--- src/hhbp_pkg.sv ---
// shared types and constants of the http/1.x header byte parser
// no dependencies
package hhbp_pkg;

	typedef enum logic [4:0] {
		PH_START        = 5'd0,
		PH_METHOD       = 5'd1,
		PH_TARGET_FIRST = 5'd2,
		PH_TARGET       = 5'd3,
		PH_QVERSION     = 5'd4,
		PH_QEOL         = 5'd5,
		PH_LINE_LF      = 5'd6,
		PH_RVERSION     = 5'd7,
		PH_RVER_SEP     = 5'd8,
		PH_CODE         = 5'd9,
		PH_CODE_SEP     = 5'd10,
		PH_REASON_FIRST = 5'd11,
		PH_REASON       = 5'd12,
		PH_FIELD_START  = 5'd13,
		PH_NAME         = 5'd14,
		PH_OWS          = 5'd15,
		PH_VALUE        = 5'd16,
		PH_FIELD_LF     = 5'd17,
		PH_FINAL_LF     = 5'd18,
		PH_DONE         = 5'd19,
		PH_FAILED       = 5'd20
	} phase_t;

	localparam logic [3:0] CLS_METHOD = 4'd0;
	localparam logic [3:0] CLS_TARGET = 4'd1;
	localparam logic [3:0] CLS_VERSION = 4'd2;
	localparam logic [3:0] CLS_CODE = 4'd3;
	localparam logic [3:0] CLS_REASON = 4'd4;
	localparam logic [3:0] CLS_NAME = 4'd5;
	localparam logic [3:0] CLS_VALUE = 4'd6;
	localparam logic [3:0] CLS_SEP = 4'd7;
	localparam logic [3:0] CLS_EOL = 4'd8;
	localparam logic [3:0] CLS_IDLE = 4'd9;

	localparam logic [3:0] ERR_NONE = 4'd0;
	localparam logic [3:0] ERR_METHOD_SEP = 4'd1;
	localparam logic [3:0] ERR_VERSION = 4'd2;
	localparam logic [3:0] ERR_VER_SEP = 4'd3;
	localparam logic [3:0] ERR_CODE_DIGIT = 4'd4;
	localparam logic [3:0] ERR_CODE_SEP = 4'd5;
	localparam logic [3:0] ERR_BAD_CHAR = 4'd6;
	localparam logic [3:0] ERR_CRLF = 4'd7;
	localparam logic [3:0] ERR_NAME_SEP = 4'd8;

	localparam logic [7:0] CH_SP = 8'h20;
	localparam logic [7:0] CH_DEL = 8'h7f;
	localparam logic [7:0] CH_CR = 8'h0d;
	localparam logic [7:0] CH_LF = 8'h0a;
	localparam logic [7:0] CH_COLON = 8'h3a;
	localparam logic [7:0] CH_ZERO = 8'h30;
	localparam logic [7:0] CH_ONE = 8'h31;

	// byte classes precomputed by the front part
	typedef struct packed {
		logic [7:0] data;
		logic       restart;
		logic       is_tchar;
		logic       is_digit;
		logic       is_vchar;
		logic       is_sp;
		logic       is_cr;
		logic       is_lf;
		logic       is_colon;
	} cls_beat_t;

	typedef struct packed {
		logic [3:0] byte_class;
		logic       token_first;
		logic       field_done;
		logic       header_done;
		logic       error_flag;
		logic [3:0] error_code;
		logic [9:0] status_code;
		logic       version_minor;
	} result_t;

	function automatic logic [7:0] ver_char(input logic [2:0] pos);
		logic [7:0] c;
		unique case (pos)
			3'd0: c = 8'h48;
			3'd1: c = 8'h54;
			3'd2: c = 8'h54;
			3'd3: c = 8'h50;
			3'd4: c = 8'h2f;
			3'd5: c = 8'h31;
			default: c = 8'h2e;
		endcase
		return c;
	endfunction

	function automatic logic tchar(input logic [7:0] c);
		logic r;
		r = ((c >= 8'h61) && (c <= 8'h7a)) || ((c >= 8'h41) && (c <= 8'h5a))
			|| ((c >= 8'h30) && (c <= 8'h39));
		unique case (c)
			8'h21, 8'h23, 8'h24, 8'h25, 8'h26, 8'h27, 8'h2a, 8'h2b,
			8'h2d, 8'h2e, 8'h5e, 8'h5f, 8'h60, 8'h7c, 8'h7e: r = 1'b1;
			default: ;
		endcase
		return r;
	endfunction

endpackage

--- src/hhbp_front.sv ---
// front part: takes input beats, classifies each byte, holds a two-entry queue
// depends on hhbp_pkg
module hhbp_front (
	input  logic                 clk,
	input  logic                 arst_n,
	input  logic [7:0]           data_byte,
	input  logic                 start_of_message,
	input  logic                 push,
	output logic                 full,
	output hhbp_pkg::cls_beat_t  beat,
	output logic                 beat_valid,
	input  logic                 beat_take
);

	hhbp_pkg::cls_beat_t ent_q [2];
	logic                rd_q;
	logic                wr_q;
	logic [1:0]          cnt_q;
	hhbp_pkg::cls_beat_t nb;
	logic                do_push;
	logic                do_pop;

	always_comb begin
		nb.data     = data_byte;
		nb.restart  = start_of_message;
		nb.is_tchar = hhbp_pkg::tchar(data_byte);
		nb.is_digit = (data_byte >= 8'h30) && (data_byte <= 8'h39);
		nb.is_vchar = (data_byte >= hhbp_pkg::CH_SP) && (data_byte != hhbp_pkg::CH_DEL);
		nb.is_sp    = data_byte == hhbp_pkg::CH_SP;
		nb.is_cr    = data_byte == hhbp_pkg::CH_CR;
		nb.is_lf    = data_byte == hhbp_pkg::CH_LF;
		nb.is_colon = data_byte == hhbp_pkg::CH_COLON;
	end

	assign full       = cnt_q == 2'd2;
	assign beat_valid = cnt_q != 2'd0;
	assign beat       = ent_q[rd_q];
	assign do_push    = push && !full;
	assign do_pop     = beat_take && beat_valid;

	always_ff @(posedge clk) begin
		if (do_push) begin
			ent_q[wr_q] <= nb;
		end
	end

	always_ff @(posedge clk or negedge arst_n) begin
		if (!arst_n) begin
			rd_q  <= 1'b0;
			wr_q  <= 1'b0;
			cnt_q <= 2'd0;
		end else begin
			if (do_push) begin
				wr_q <= ~wr_q;
			end
			if (do_pop) begin
				rd_q <= ~rd_q;
			end
			cnt_q <= cnt_q + {1'b0, do_push} - {1'b0, do_pop};
		end
	end

endmodule

--- src/hhbp_back.sv ---
// back part: parse state machine and two-entry result queue
// depends on hhbp_pkg
module hhbp_back (
	input  logic                 clk,
	input  logic                 arst_n,
	input  logic                 message_kind,
	input  hhbp_pkg::cls_beat_t  beat,
	input  logic                 beat_valid,
	output logic                 beat_take,
	output hhbp_pkg::result_t    res,
	output logic                 empty,
	input  logic                 pop
);

	hhbp_pkg::phase_t  phase_q, ph, ph_n;
	logic [2:0]        vpos_q, vp, vp_n;
	logic [1:0]        dcnt_q, dc, dc_n;
	logic [9:0]        acc_q, ac, ac_n;
	logic              minor_q, mi, mi_n;
	logic [3:0]        err_q, er, er_n;
	logic [3:0]        cls;
	logic              first, fdone, hdone;
	logic [3:0]        e;
	logic [9:0]        mul10;

	hhbp_pkg::result_t rq_q [2];
	logic              rrd_q, rwr_q;
	logic [1:0]        rcnt_q;
	hhbp_pkg::result_t nr;
	logic              do_pop;

	assign beat_take = beat_valid && (rcnt_q != 2'd2);
	assign do_pop    = pop && !empty;
	assign empty     = rcnt_q == 2'd0;
	assign res       = rq_q[rrd_q];
	assign mul10     = {acc_q[6:0], 3'b000} + {acc_q[8:0], 1'b0};

	always_comb begin
		ph = beat.restart ? hhbp_pkg::PH_START : phase_q;
		vp = beat.restart ? 3'd0 : vpos_q;
		dc = beat.restart ? 2'd0 : dcnt_q;
		ac = beat.restart ? 10'd0 : acc_q;
		mi = beat.restart ? 1'b0 : minor_q;
		er = beat.restart ? hhbp_pkg::ERR_NONE : err_q;
		ph_n = ph; vp_n = vp; dc_n = dc; ac_n = ac; mi_n = mi; er_n = er;
		cls = hhbp_pkg::CLS_IDLE; first = 1'b0; fdone = 1'b0; hdone = 1'b0;
		e = hhbp_pkg::ERR_NONE;
		unique case (ph)
			hhbp_pkg::PH_START, hhbp_pkg::PH_QVERSION, hhbp_pkg::PH_RVERSION: begin
				if (ph == hhbp_pkg::PH_START && !message_kind) begin
					if (beat.is_tchar) begin
						cls = hhbp_pkg::CLS_METHOD; first = 1'b1;
						ph_n = hhbp_pkg::PH_METHOD;
					end else e = hhbp_pkg::ERR_METHOD_SEP;
				end else if (vp != 3'd7) begin
					if (beat.data != hhbp_pkg::ver_char(vp)) e = hhbp_pkg::ERR_VERSION;
					else begin
						cls = hhbp_pkg::CLS_VERSION; first = vp == 3'd0;
						vp_n = vp + 3'd1;
						if (ph == hhbp_pkg::PH_START) ph_n = hhbp_pkg::PH_RVERSION;
					end
				end else if (beat.data == hhbp_pkg::CH_ZERO || beat.data == hhbp_pkg::CH_ONE) begin
					mi_n = beat.data[0]; cls = hhbp_pkg::CLS_VERSION;
					ph_n = (ph == hhbp_pkg::PH_QVERSION) ? hhbp_pkg::PH_QEOL
						: hhbp_pkg::PH_RVER_SEP;
				end else e = hhbp_pkg::ERR_VERSION;
			end
			hhbp_pkg::PH_METHOD: begin
				if (beat.is_tchar) cls = hhbp_pkg::CLS_METHOD;
				else if (beat.is_sp) begin
					cls = hhbp_pkg::CLS_SEP; ph_n = hhbp_pkg::PH_TARGET_FIRST;
				end else e = hhbp_pkg::ERR_METHOD_SEP;
			end
			hhbp_pkg::PH_TARGET_FIRST, hhbp_pkg::PH_TARGET: begin
				if (beat.is_sp) begin
					cls = hhbp_pkg::CLS_SEP; ph_n = hhbp_pkg::PH_QVERSION;
				end else if (beat.is_vchar) begin
					cls = hhbp_pkg::CLS_TARGET; first = ph == hhbp_pkg::PH_TARGET_FIRST;
					ph_n = hhbp_pkg::PH_TARGET;
				end else e = hhbp_pkg::ERR_BAD_CHAR;
			end
			hhbp_pkg::PH_QEOL: begin
				if (beat.is_cr) begin
					cls = hhbp_pkg::CLS_EOL; ph_n = hhbp_pkg::PH_LINE_LF;
				end else if (beat.is_lf) begin
					cls = hhbp_pkg::CLS_EOL; ph_n = hhbp_pkg::PH_FIELD_START;
				end else e = hhbp_pkg::ERR_CRLF;
			end
			hhbp_pkg::PH_LINE_LF: begin
				if (beat.is_lf) begin
					cls = hhbp_pkg::CLS_EOL; ph_n = hhbp_pkg::PH_FIELD_START;
				end else e = hhbp_pkg::ERR_CRLF;
			end
			hhbp_pkg::PH_RVER_SEP: begin
				if (beat.is_sp) begin
					cls = hhbp_pkg::CLS_SEP; ph_n = hhbp_pkg::PH_CODE;
				end else e = hhbp_pkg::ERR_VER_SEP;
			end
			hhbp_pkg::PH_CODE: begin
				if (beat.is_digit) begin
					cls = hhbp_pkg::CLS_CODE; first = dc == 2'd0;
					ac_n = (beat.restart ? 10'd0 : mul10) + {6'd0, beat.data[3:0]};
					if (dc >= 2'd2) begin
						dc_n = 2'd0; ph_n = hhbp_pkg::PH_CODE_SEP;
					end else dc_n = dc + 2'd1;
				end else e = hhbp_pkg::ERR_CODE_DIGIT;
			end
			hhbp_pkg::PH_CODE_SEP: begin
				if (beat.is_sp) begin
					cls = hhbp_pkg::CLS_SEP; ph_n = hhbp_pkg::PH_REASON_FIRST;
				end else e = hhbp_pkg::ERR_CODE_SEP;
			end
			hhbp_pkg::PH_REASON_FIRST, hhbp_pkg::PH_REASON: begin
				if (beat.is_cr) begin
					cls = hhbp_pkg::CLS_EOL; ph_n = hhbp_pkg::PH_LINE_LF;
				end else if (beat.is_lf) begin
					cls = hhbp_pkg::CLS_EOL; ph_n = hhbp_pkg::PH_FIELD_START;
				end else if (beat.is_vchar) begin
					cls = hhbp_pkg::CLS_REASON; first = ph == hhbp_pkg::PH_REASON_FIRST;
					ph_n = hhbp_pkg::PH_REASON;
				end else e = hhbp_pkg::ERR_BAD_CHAR;
			end
			hhbp_pkg::PH_FIELD_START: begin
				if (beat.is_cr) begin
					cls = hhbp_pkg::CLS_EOL; ph_n = hhbp_pkg::PH_FINAL_LF;
				end else if (beat.is_lf) begin
					cls = hhbp_pkg::CLS_EOL; ph_n = hhbp_pkg::PH_DONE; hdone = 1'b1;
				end else if (beat.is_tchar) begin
					cls = hhbp_pkg::CLS_NAME; first = 1'b1; ph_n = hhbp_pkg::PH_NAME;
				end else e = hhbp_pkg::ERR_NAME_SEP;
			end
			hhbp_pkg::PH_NAME: begin
				if (beat.is_tchar) cls = hhbp_pkg::CLS_NAME;
				else if (beat.is_colon) begin
					cls = hhbp_pkg::CLS_SEP; ph_n = hhbp_pkg::PH_OWS;
				end else e = hhbp_pkg::ERR_NAME_SEP;
			end
			hhbp_pkg::PH_OWS, hhbp_pkg::PH_VALUE: begin
				if (ph == hhbp_pkg::PH_OWS && beat.is_sp) cls = hhbp_pkg::CLS_SEP;
				else if (beat.is_cr) begin
					cls = hhbp_pkg::CLS_EOL; ph_n = hhbp_pkg::PH_FIELD_LF;
				end else if (beat.is_lf) begin
					cls = hhbp_pkg::CLS_EOL; ph_n = hhbp_pkg::PH_FIELD_START;
					fdone = 1'b1;
				end else if (beat.is_vchar) begin
					cls = hhbp_pkg::CLS_VALUE; first = ph == hhbp_pkg::PH_OWS;
					ph_n = hhbp_pkg::PH_VALUE;
				end else e = hhbp_pkg::ERR_BAD_CHAR;
			end
			hhbp_pkg::PH_FIELD_LF: begin
				if (beat.is_lf) begin
					cls = hhbp_pkg::CLS_EOL; fdone = 1'b1; ph_n = hhbp_pkg::PH_FIELD_START;
				end else e = hhbp_pkg::ERR_CRLF;
			end
			hhbp_pkg::PH_FINAL_LF: begin
				if (beat.is_lf) begin
					cls = hhbp_pkg::CLS_EOL; hdone = 1'b1; ph_n = hhbp_pkg::PH_DONE;
				end else e = hhbp_pkg::ERR_CRLF;
			end
			default: ;
		endcase
		if (e != hhbp_pkg::ERR_NONE) begin
			er_n = e; ph_n = hhbp_pkg::PH_FAILED;
			cls = hhbp_pkg::CLS_IDLE; first = 1'b0; fdone = 1'b0; hdone = 1'b0;
		end
		nr.byte_class    = cls;
		nr.token_first   = first;
		nr.field_done    = fdone;
		nr.header_done   = hdone;
		nr.error_flag    = er_n != hhbp_pkg::ERR_NONE;
		nr.error_code    = er_n;
		nr.status_code   = ac_n;
		nr.version_minor = mi_n;
	end

	always_ff @(posedge clk) begin
		if (beat_take) begin
			rq_q[rwr_q] <= nr;
		end
	end

	always_ff @(posedge clk or negedge arst_n) begin
		if (!arst_n) begin
			phase_q <= hhbp_pkg::PH_START;
			vpos_q  <= 3'd0;
			dcnt_q  <= 2'd0;
			acc_q   <= 10'd0;
			minor_q <= 1'b0;
			err_q   <= hhbp_pkg::ERR_NONE;
			rrd_q   <= 1'b0;
			rwr_q   <= 1'b0;
			rcnt_q  <= 2'd0;
		end else begin
			if (beat_take) begin
				phase_q <= ph_n;
				vpos_q  <= vp_n;
				dcnt_q  <= dc_n;
				acc_q   <= ac_n;
				minor_q <= mi_n;
				err_q   <= er_n;
				rwr_q   <= ~rwr_q;
			end
			if (do_pop) begin
				rrd_q <= ~rrd_q;
			end
			rcnt_q <= rcnt_q + {1'b0, beat_take} - {1'b0, do_pop};
		end
	end

endmodule

--- src/http1_header_byte_parser_top.sv ---
// top level of the http/1.x header byte parser: apb register, front and back parts
// depends on hhbp_pkg, hhbp_front, hhbp_back
//
// input channel: push a header byte with start_of_message set on the first
// byte of each header; an input beat is taken when push is high and full low.
// result channel: one result beat per input beat, in order, shown while empty
// is low and taken when pop is high.
// path: a pushed byte waits in the front queue and is parsed out of it into the
// result queue once that has room; it is then visible on the result ports.
// throughput: the parser takes one byte per cycle while the result queue has room.
// when pop is held low the result queue fills, the back part stops taking
// beats, the front queue fills and full rises; nothing is lost.
// register message_kind at byte address 0 (bit 0): 0 request, 1 response;
// write it only while idle. it is read when the first byte of a header is parsed.
// reset clears both queues, the parser state and message_kind.
module http1_header_byte_parser_top (
	input  logic        clk,
	input  logic        arst_n,
	input  logic        psel,
	input  logic        penable,
	input  logic        pwrite,
	input  logic        paddr,
	input  logic [31:0] pwdata,
	output logic [31:0] prdata,
	output logic        pready,
	input  logic [7:0]  data_byte,
	input  logic        start_of_message,
	input  logic        push,
	output logic        full,
	output logic [3:0]  byte_class,
	output logic        token_first,
	output logic        field_done,
	output logic        header_done,
	output logic        error_flag,
	output logic [3:0]  error_code,
	output logic [9:0]  status_code,
	output logic        version_minor,
	output logic        empty,
	input  logic        pop
);

	logic                kind_q;
	hhbp_pkg::cls_beat_t beat;
	logic                beat_valid;
	logic                beat_take;
	hhbp_pkg::result_t   res;

	assign pready = 1'b1;
	assign prdata = (paddr == 1'b0) ? {31'd0, kind_q} : 32'd0;

	always_ff @(posedge clk or negedge arst_n) begin
		if (!arst_n) begin
			kind_q <= 1'b0;
		end else if (psel && penable && pwrite && (paddr == 1'b0)) begin
			kind_q <= pwdata[0];
		end
	end

	hhbp_front u_front (
		.clk(clk), .arst_n(arst_n), .data_byte(data_byte),
		.start_of_message(start_of_message), .push(push), .full(full),
		.beat(beat), .beat_valid(beat_valid), .beat_take(beat_take)
	);

	hhbp_back u_back (
		.clk(clk), .arst_n(arst_n), .message_kind(kind_q), .beat(beat),
		.beat_valid(beat_valid), .beat_take(beat_take), .res(res),
		.empty(empty), .pop(pop)
	);

	assign byte_class    = res.byte_class;
	assign token_first   = res.token_first;
	assign field_done    = res.field_done;
	assign header_done   = res.header_done;
	assign error_flag    = res.error_flag;
	assign error_code    = res.error_code;
	assign status_code   = res.status_code;
	assign version_minor = res.version_minor;

endmodule

--- config.mk ---
export PLATFORM = sky130hd
export DESIGN_NAME = http1_header_byte_parser_top
export DESIGN_NICKNAME = d
export VERILOG_FILES = /design/src/hhbp_pkg.sv /design/src/hhbp_front.sv /design/src/hhbp_back.sv /design/src/http1_header_byte_parser_top.sv
export SDC_FILE = /design/constraint.sdc
export NUM_CORES = 1
export LEC_CHECK = 0
export BUFFER_PORTS_ARGS = -buffer_cell sky130_fd_sc_hd__buf_2
export CORE_MARGIN = 2
export CORE_UTILIZATION = 39
export CTS_CLUSTER_DIAMETER = 120
export DETAILED_ROUTE_END_ITERATION = 7
export GPL_ROUTABILITY_DRIVEN = 0
export HOLD_SLACK_MARGIN = 0.05
export MAX_ROUTING_LAYER = met4
export PLACE_DENSITY_LB_ADDON = 0.25
export SLEW_MARGIN = 20
export SYNTH_ARGS = -nofsm -noshare
export SYNTH_HDL_FRONTEND = slang
export SYNTH_SLANG_ARGS = --single-unit
--- constraint.sdc ---
create_clock -name clk -period 8.7 [get_ports clk]
set_input_delay 1.74 -clock clk [delete_from_list [all_inputs] [get_ports clk]]
set_output_delay 1.74 -clock clk [all_outputs]
set_load 0.1 [all_outputs]
[Word level (Yosys, flattened, before mapping)]
Memory sizes are Yosys's and may differ from the RTL's.
Cells that the tools add are included.
Cells by class
  mux-type cells: 137
  reduce and logical (&&, ||, !) cells: 35
  bitwise gates (word level): 5
  magnitude comparators: 8
  equal/unequal tests: 49
  $add $sub $neg: 8
Operators with widths (count)
  $mux 5: 31
  $mux 4: 38
  $eq 8x6->1 const B: 14
  $pmux 5 s13: 1
  $pmux 4 s12: 1
  $pmux 4 s11: 1
  $eq 5x4->1 const B: 8
  $eq 8x7->1 const B: 5
  $mux 10: 4
  $mux 1: 36
  $pmux 7 s5: 1
  $mux 3: 11
  $mux 8: 3
  $eq 5x3->1 const B: 4
  $eq 8x4->1 const B: 2
  $ge 8x6->1 const B: 2
  $ge 8x7->1 const B: 2
  $le 8x7->1 const B: 2
  $eq 5x5->1 const B: 3
  $reduce_or 15->1: 1
  $mux 2: 7
  $logic_and 1x1->1: 13
  $reduce_or 2->1: 6
  $add 10x10->10: 1
  28 further kinds: 45
Word-level totals
  output and inout bits: 58
  logic and storage cells: 257
  input port bits: 49
  register bits after elaboration: 34
  memories kept: 2
  memory bits (writable): 78
Memory list
  u_back.rq_q: depth 2, bits a word 23, rd ports 1, clocked after Yosys merged registers in 0, wr ports 1, line hhbp_back.sv:26  | hhbp_pkg::result_t rq_q [2];
  u_front.ent_q: depth 2, bits a word 16, rd ports 1, clocked after Yosys merged registers in 0, wr ports 1, line hhbp_front.sv:15  | hhbp_pkg::cls_beat_t ent_q [2];

[Logic depth before layout (Yosys ltp)]
An unclocked memory read counts as a cell.
  depth after elaboration: 16
  mapped depth: 18
  depth with buffers taken out: 12

[By module]
A second synthesis with hierarchy kept.
Second synthesis, totals
  cells, all modules: 689
  area, all modules: 7031.7 µm²
Modules (own cells, without submodules)
  hhbp_back: cells each 542, times used 1, area each 5106.1 µm²
  hhbp_front: cells each 109, times used 1, area each 1624.1 µm²
  http1_header_byte_parser_top: cells each 38, times used 1, area each 301.5 µm²

[Worst setup path before layout]
Ideal clock, no wire load.
  path type: input to output
  from: input port paddr
  to: output port prdata[0]
  data required time: 6960 ps
  cell stages on the path: 1
  path buffers: 0
  setup slack: 3969 ps
  arrival time: 2991 ps
  cell sequence: nor2_1
Between the ends
  cells in the longest elaborated chain, start to end: 1
Ends and longest elaborated chain
  from (decl): line http1_header_byte_parser_top.sv:22  | input logic paddr,
  $mux 1: line http1_header_byte_parser_top.sv:49  | assign prdata = (paddr == 1'b0) ? {31'd0, kind_q} : 32'd0;
  to (decl): line http1_header_byte_parser_top.sv:24  | output logic [31:0] prdata,
No other way between the ends.

[Final worst setup path]
  from: register u_front.rd_q
  to: memory u_back.rq_q[1][19] in the netlist's numbering (data pin)
Between the ends
  cells in the longest elaborated chain, start to end: 15
  elaborated cells on any way between the ends: 91
  classes of those cells: eq/ne (27); mux (50); reduce/logical (13); memory (1)
Ends and longest elaborated chain
  from (decl): line hhbp_front.sv:16  | logic rd_q;
  from (signal assigned): line hhbp_front.sv:57  | rd_q <= ~rd_q;
  $mem_v2 2x16 *
  $mux 3: line hhbp_back.sv:40  | vp = beat.restart ? 3'd0 : vpos_q;
  $eq 3x1->1 / $eq 3x2->1 (equally long branches): line hhbp_pkg.sv:84  | unique case (pos)
  $reduce_or 2->1 (no line)
  $pmux 7 s5: line hhbp_pkg.sv:84
  $mux 8: line hhbp_back.sv:55  | end else if (vp != 3'd7) begin
  $mux 8: line hhbp_back.sv:50  | if (ph == hhbp_pkg::PH_START && !message_kind) begin
  $mux 8: line hhbp_back.sv:48  | unique case (ph)
  $ne 8x8->1: line hhbp_back.sv:56  | if (beat.data != hhbp_pkg::ver_char(vp)) e = hhbp_pkg::ERR_VERSION;
  $mux 2: line hhbp_back.sv:56
  $mux 4: line hhbp_back.sv:55
  $mux 4: line hhbp_back.sv:50
  $pmux 4 s12: line hhbp_back.sv:48
  $reduce_bool 4->1: line hhbp_back.sv:162  | if (e != hhbp_pkg::ERR_NONE) begin
  $mux 4 *: line hhbp_back.sv:162
  named net u_back.cls[0]: line hhbp_back.sv:21  | logic [3:0] cls;
  to (decl): line hhbp_back.sv:26
Mark *: on every way through the listed nets, which the timed path passes. The rest lies on a longest branch. The select of a mux whose other input is x is not followed.

==> flow_metrics.env <==
export IMPL_cap_violations=0
export IMPL_numPortBuffers=43
export IMPL_fin_crit_sh=0.540
export IMPL_worstRegToRegCells=14
export IMPL_avgSynthCellArea_um2=10.2
export IMPL_final_max_slew_violation_count=0
export IMPL_hp_class="flip-flop to flip-flop"
export IMPL_worst_path_largest_cell_delay_ps=550
export IMPL_power_density_nw_per_um2=394
export IMPL_cts_sinks=112
export IMPL_netlist_instances=697
export IMPL_ys_warn_count=0
export IMPL_wire_per_inst_um=18.0
export IMPL_wl_um=17100
export IMPL_drc=0
export IMPL_cts_max_path_buffers=2
export IMPL_die_h_um=139
export IMPL_gr_total_overflow=0
export IMPL_path_delay_family="simple AND/OR/NAND/NOR gates"
export IMPL_layout_area_overhead_vs_synth_pct=8.05
export IMPL_num_vias=5626
export IMPL_worstSetupEndpointType="flip-flop"
export IMPL_synth_top_family_by_area="simple AND/OR/NAND/NOR gates"
export IMPL_path_depth=14
export IMPL_grt_pass1_vias=5405
export IMPL_cts_resized_gates=0
export IMPL_nNetsFinal=788
export IMPL_yosysTopAreaCell="edfxtp_1"
export IMPL_syn_area_um2=7080
export IMPL_first_pass_iters=7
export IMPL_fmax_mhz=213
export IMPL_rsz0062_at_grt="false"
export IMPL_multi_input_area_um2=3540
export IMPL_async_flop_share=0.304
export IMPL_start_util=0.395
export IMPL_path_cells="buf_4, mux2i_4, buf_4, nand2_1, inv_1, ha_1, ha_1, nor3_1, or4b_4, and3_1, or4_4, o211ai_2, and2_1, nand4_1"
export IMPL_grt_use_total=0.185
export IMPL_cts_made_buffers=9
export IMPL_antenna_found_initial=0
export IMPL_ys_types=76
export IMPL_synth_area_leaders="edfxtp_1, dfrtp_1, mux2_2"
export IMPL_synth_top_area_frac=0.331
export IMPL_synth_compound_area_frac=0.156
export IMPL_power_share_switching=0.531
export IMPL_grt_max_degree=44
export IMPL_pwr_share_comb=0.559
export IMPL_layout_drive_gt1_share=0.169
export IMPL_start_kind="flip-flop"
export IMPL_die_area_um2=19200
export IMPL_crit_buf_inv=3
export IMPL_fill_cells=1683
export IMPL_yosys_area_share_simple=0.179
export IMPL_core_area_um2=17900
export IMPL_p_leak_nw=2.97
export IMPL_vdd_drop_max_uv=288
export IMPL_power_share_clock=0.137
export IMPL_synthMuxAreaShare=0.0808
export IMPL_drtAntennaViolNets=0
export IMPL_p_int_mw=1.41
export IMPL_setup_viol=0
export IMPL_htreeDepth=3
export IMPL_ys_ff_latch=112
export IMPL_cts_hold_buf=0
export IMPL_synthAdderAreaFrac=0.0393
export IMPL_cts_clk_slew_worst_paths_ps=80
export IMPL_slew_limit_headroom=0.308
export IMPL_arrival_ps=4750
export IMPL_ys_seq_area_frac=0.451
export IMPL_criticalPathCategory="flip-flop to flip-flop"
export IMPL_fp_row_count=49
export IMPL_skew_ps=11.5
export IMPL_tightest_slew_ps=1040
export IMPL_hpwl_um=12200
export IMPL_cpMaxStageDelayCell="or4_4"
export IMPL_switchingPower_mw=1.60
export IMPL_final_core_util=0.427
export IMPL_antenna_cells=0
export IMPL_tns_ps=0
export IMPL_status="complete, no violations"
export IMPL_clockRootBuffer="clkbuf_16"
export IMPL_period_minus_slack_ps=4700
export IMPL_clk_latency_ps=360
export IMPL_cts_tree="built"
export IMPL_post_drt_via_cell_ratio=5.91
export IMPL_synthXorXnorAreaFrac=0.0248
export IMPL_post_cts_setup_buffers=0
export IMPL_regArea_um2=3190
export IMPL_critPathMaxFanout=43
export IMPL_drt_iter0_drc=661
export IMPL_synth_ff_type="edfxtp_1"
export IMPL_synth_edf_count=78
export IMPL_seq_power_share=0.304
export IMPL_critical_path_required_ps=8750
export IMPL_whs_path_depth=2
export IMPL_dieWidth_um=139
export IMPL_grt_first_pass_wirelength_um=28100
export IMPL_hold_viol=0
export IMPL_ios=107
placed cells by master (no fill, tap or decap), types with 9 or more instances in the layout:
cell type / count
a21oi_1: 34
a31oi_1: 9
buf_2: 43
clkbuf_16: 9
conb_1: 32
dfrtp_1: 34
edfxtp_1: 78
ha_1: 19
inv_1: 22
mux2_2: 37
mux2i_1: 13
nand2_1: 58
nand3_1: 24
nor2_1: 38
nor3_1: 25
o21ai_0: 43
xnor2_1: 17
metal layers:
layer | vias to the layer above | share of wire | track usage
met4 | 0 | 0.033 | 0.0739
met5 | - | 0 | -
li1 | 2599 | - | -
met1 | 2646 | 0.43 | 0.247
met2 | 309 | 0.45 | 0.281
met3 | 72 | 0.091 | 0.0325
cell families after synthesis:
group | Yosys count
other | 2
AND/OR/NAND/NOR | 236
AO/OA/AOI/OAI | 164
flip-flops | 112
buffers and inverters | 90
adder cells (fa/ha/maj) | 21
XOR/XNOR | 20
multiplexers | 52
sequential cells by signal, summed over array words and instances (netlist names):
name and cells:
u_back.acc_q 10, u_front.wr_q 1, u_back.phase_q 5, u_back.rwr_q 1
u_back.dcnt_q 2, u_back.rq_q 46, u_front.rd_q 1, u_front.cnt_q 2
u_front.ent_q 32, kind_q 1, u_back.minor_q 1, u_back.err_q 4
u_back.vpos_q 3, u_back.rrd_q 1, u_back.rcnt_q 2
worst min-delay path, delay by kind of cell (launching register included):
family             cells  cell delay [ps]
DFF                    1              350
and+or+nand+nor        1               50
AOI/OAI and AO/OA      1               50
layout make-up:
type / instances / area share
multi-input combinational: 525 / 0.463
sequential: 112 / 0.418
tap: 229 / 0.0375
timing repair buffer: 48 / 0.0331
clock buffer: 9 / 0.0295
inverter: 22 / 0.0108
clock inverter: 7 / 0.00900
power by group through the flow:
stage | logic, mW | clock network [mW] | registers [mW]
finish | 1.68 | 0.414 | 0.915
CTS | 1.68 | 0.420 | 0.916
floorplan | 1.44 | 0 | 0.853
global route | 1.79 | 0.445 | 0.940
detailed placement | 1.67 | 0 | 0.926
global placement | 1.66 | 0 | 0.916
Yosys cell counts (9+ instances only):
master,n
o21ai_0,43
nor3_1,25
nand3_1,24
mux2_2,37
buf_4,32
nor2_1,39
dfrtp_1,34
clkbuf_1,28
mux2i_1,14
a31oi_1,9
inv_1,22
edfxtp_1,78
ha_1,19
xnor2_1,17
nand2_1,58
a21oi_1,34
worst paths after layout:
| path | start | end | slack, ps |
|---|---|---|---|
| setup / recovery | u_front.rd_q | u_back.rq_q[1][19] | 4000 |
| hold / removal | u_back.acc_q[9] | u_back.acc_q[9] | 480 |
| setup reg to reg | u_front.rd_q | u_back.rq_q[1][19] | 4000 |
| hold reg to reg | u_back.acc_q[9] | u_back.acc_q[9] | 480 |
| max in group asynchronous | arst_n | u_back.rcnt_q[0] | 6700 |
| min in group asynchronous | arst_n | u_back.phase_q[1] | 1470 |
metrics by stage:
stage	hold slack, ps	setup WS [ps]	power [mW]	instance area (um^2)	cells
2_1_floorplan	448	3970	2.29	7190	727
3_3_place_gp	464	4130	2.57	7350	936
3_5_place_dp	467	4040	2.59	7350	936
4_1_cts	485	4020	3.01	7640	952
5_1_grt	519	3730	3.17	7640	952
6_report	482	4000	3.01	7640	952
No activity file was read; power rests on OpenSTA's default activity.
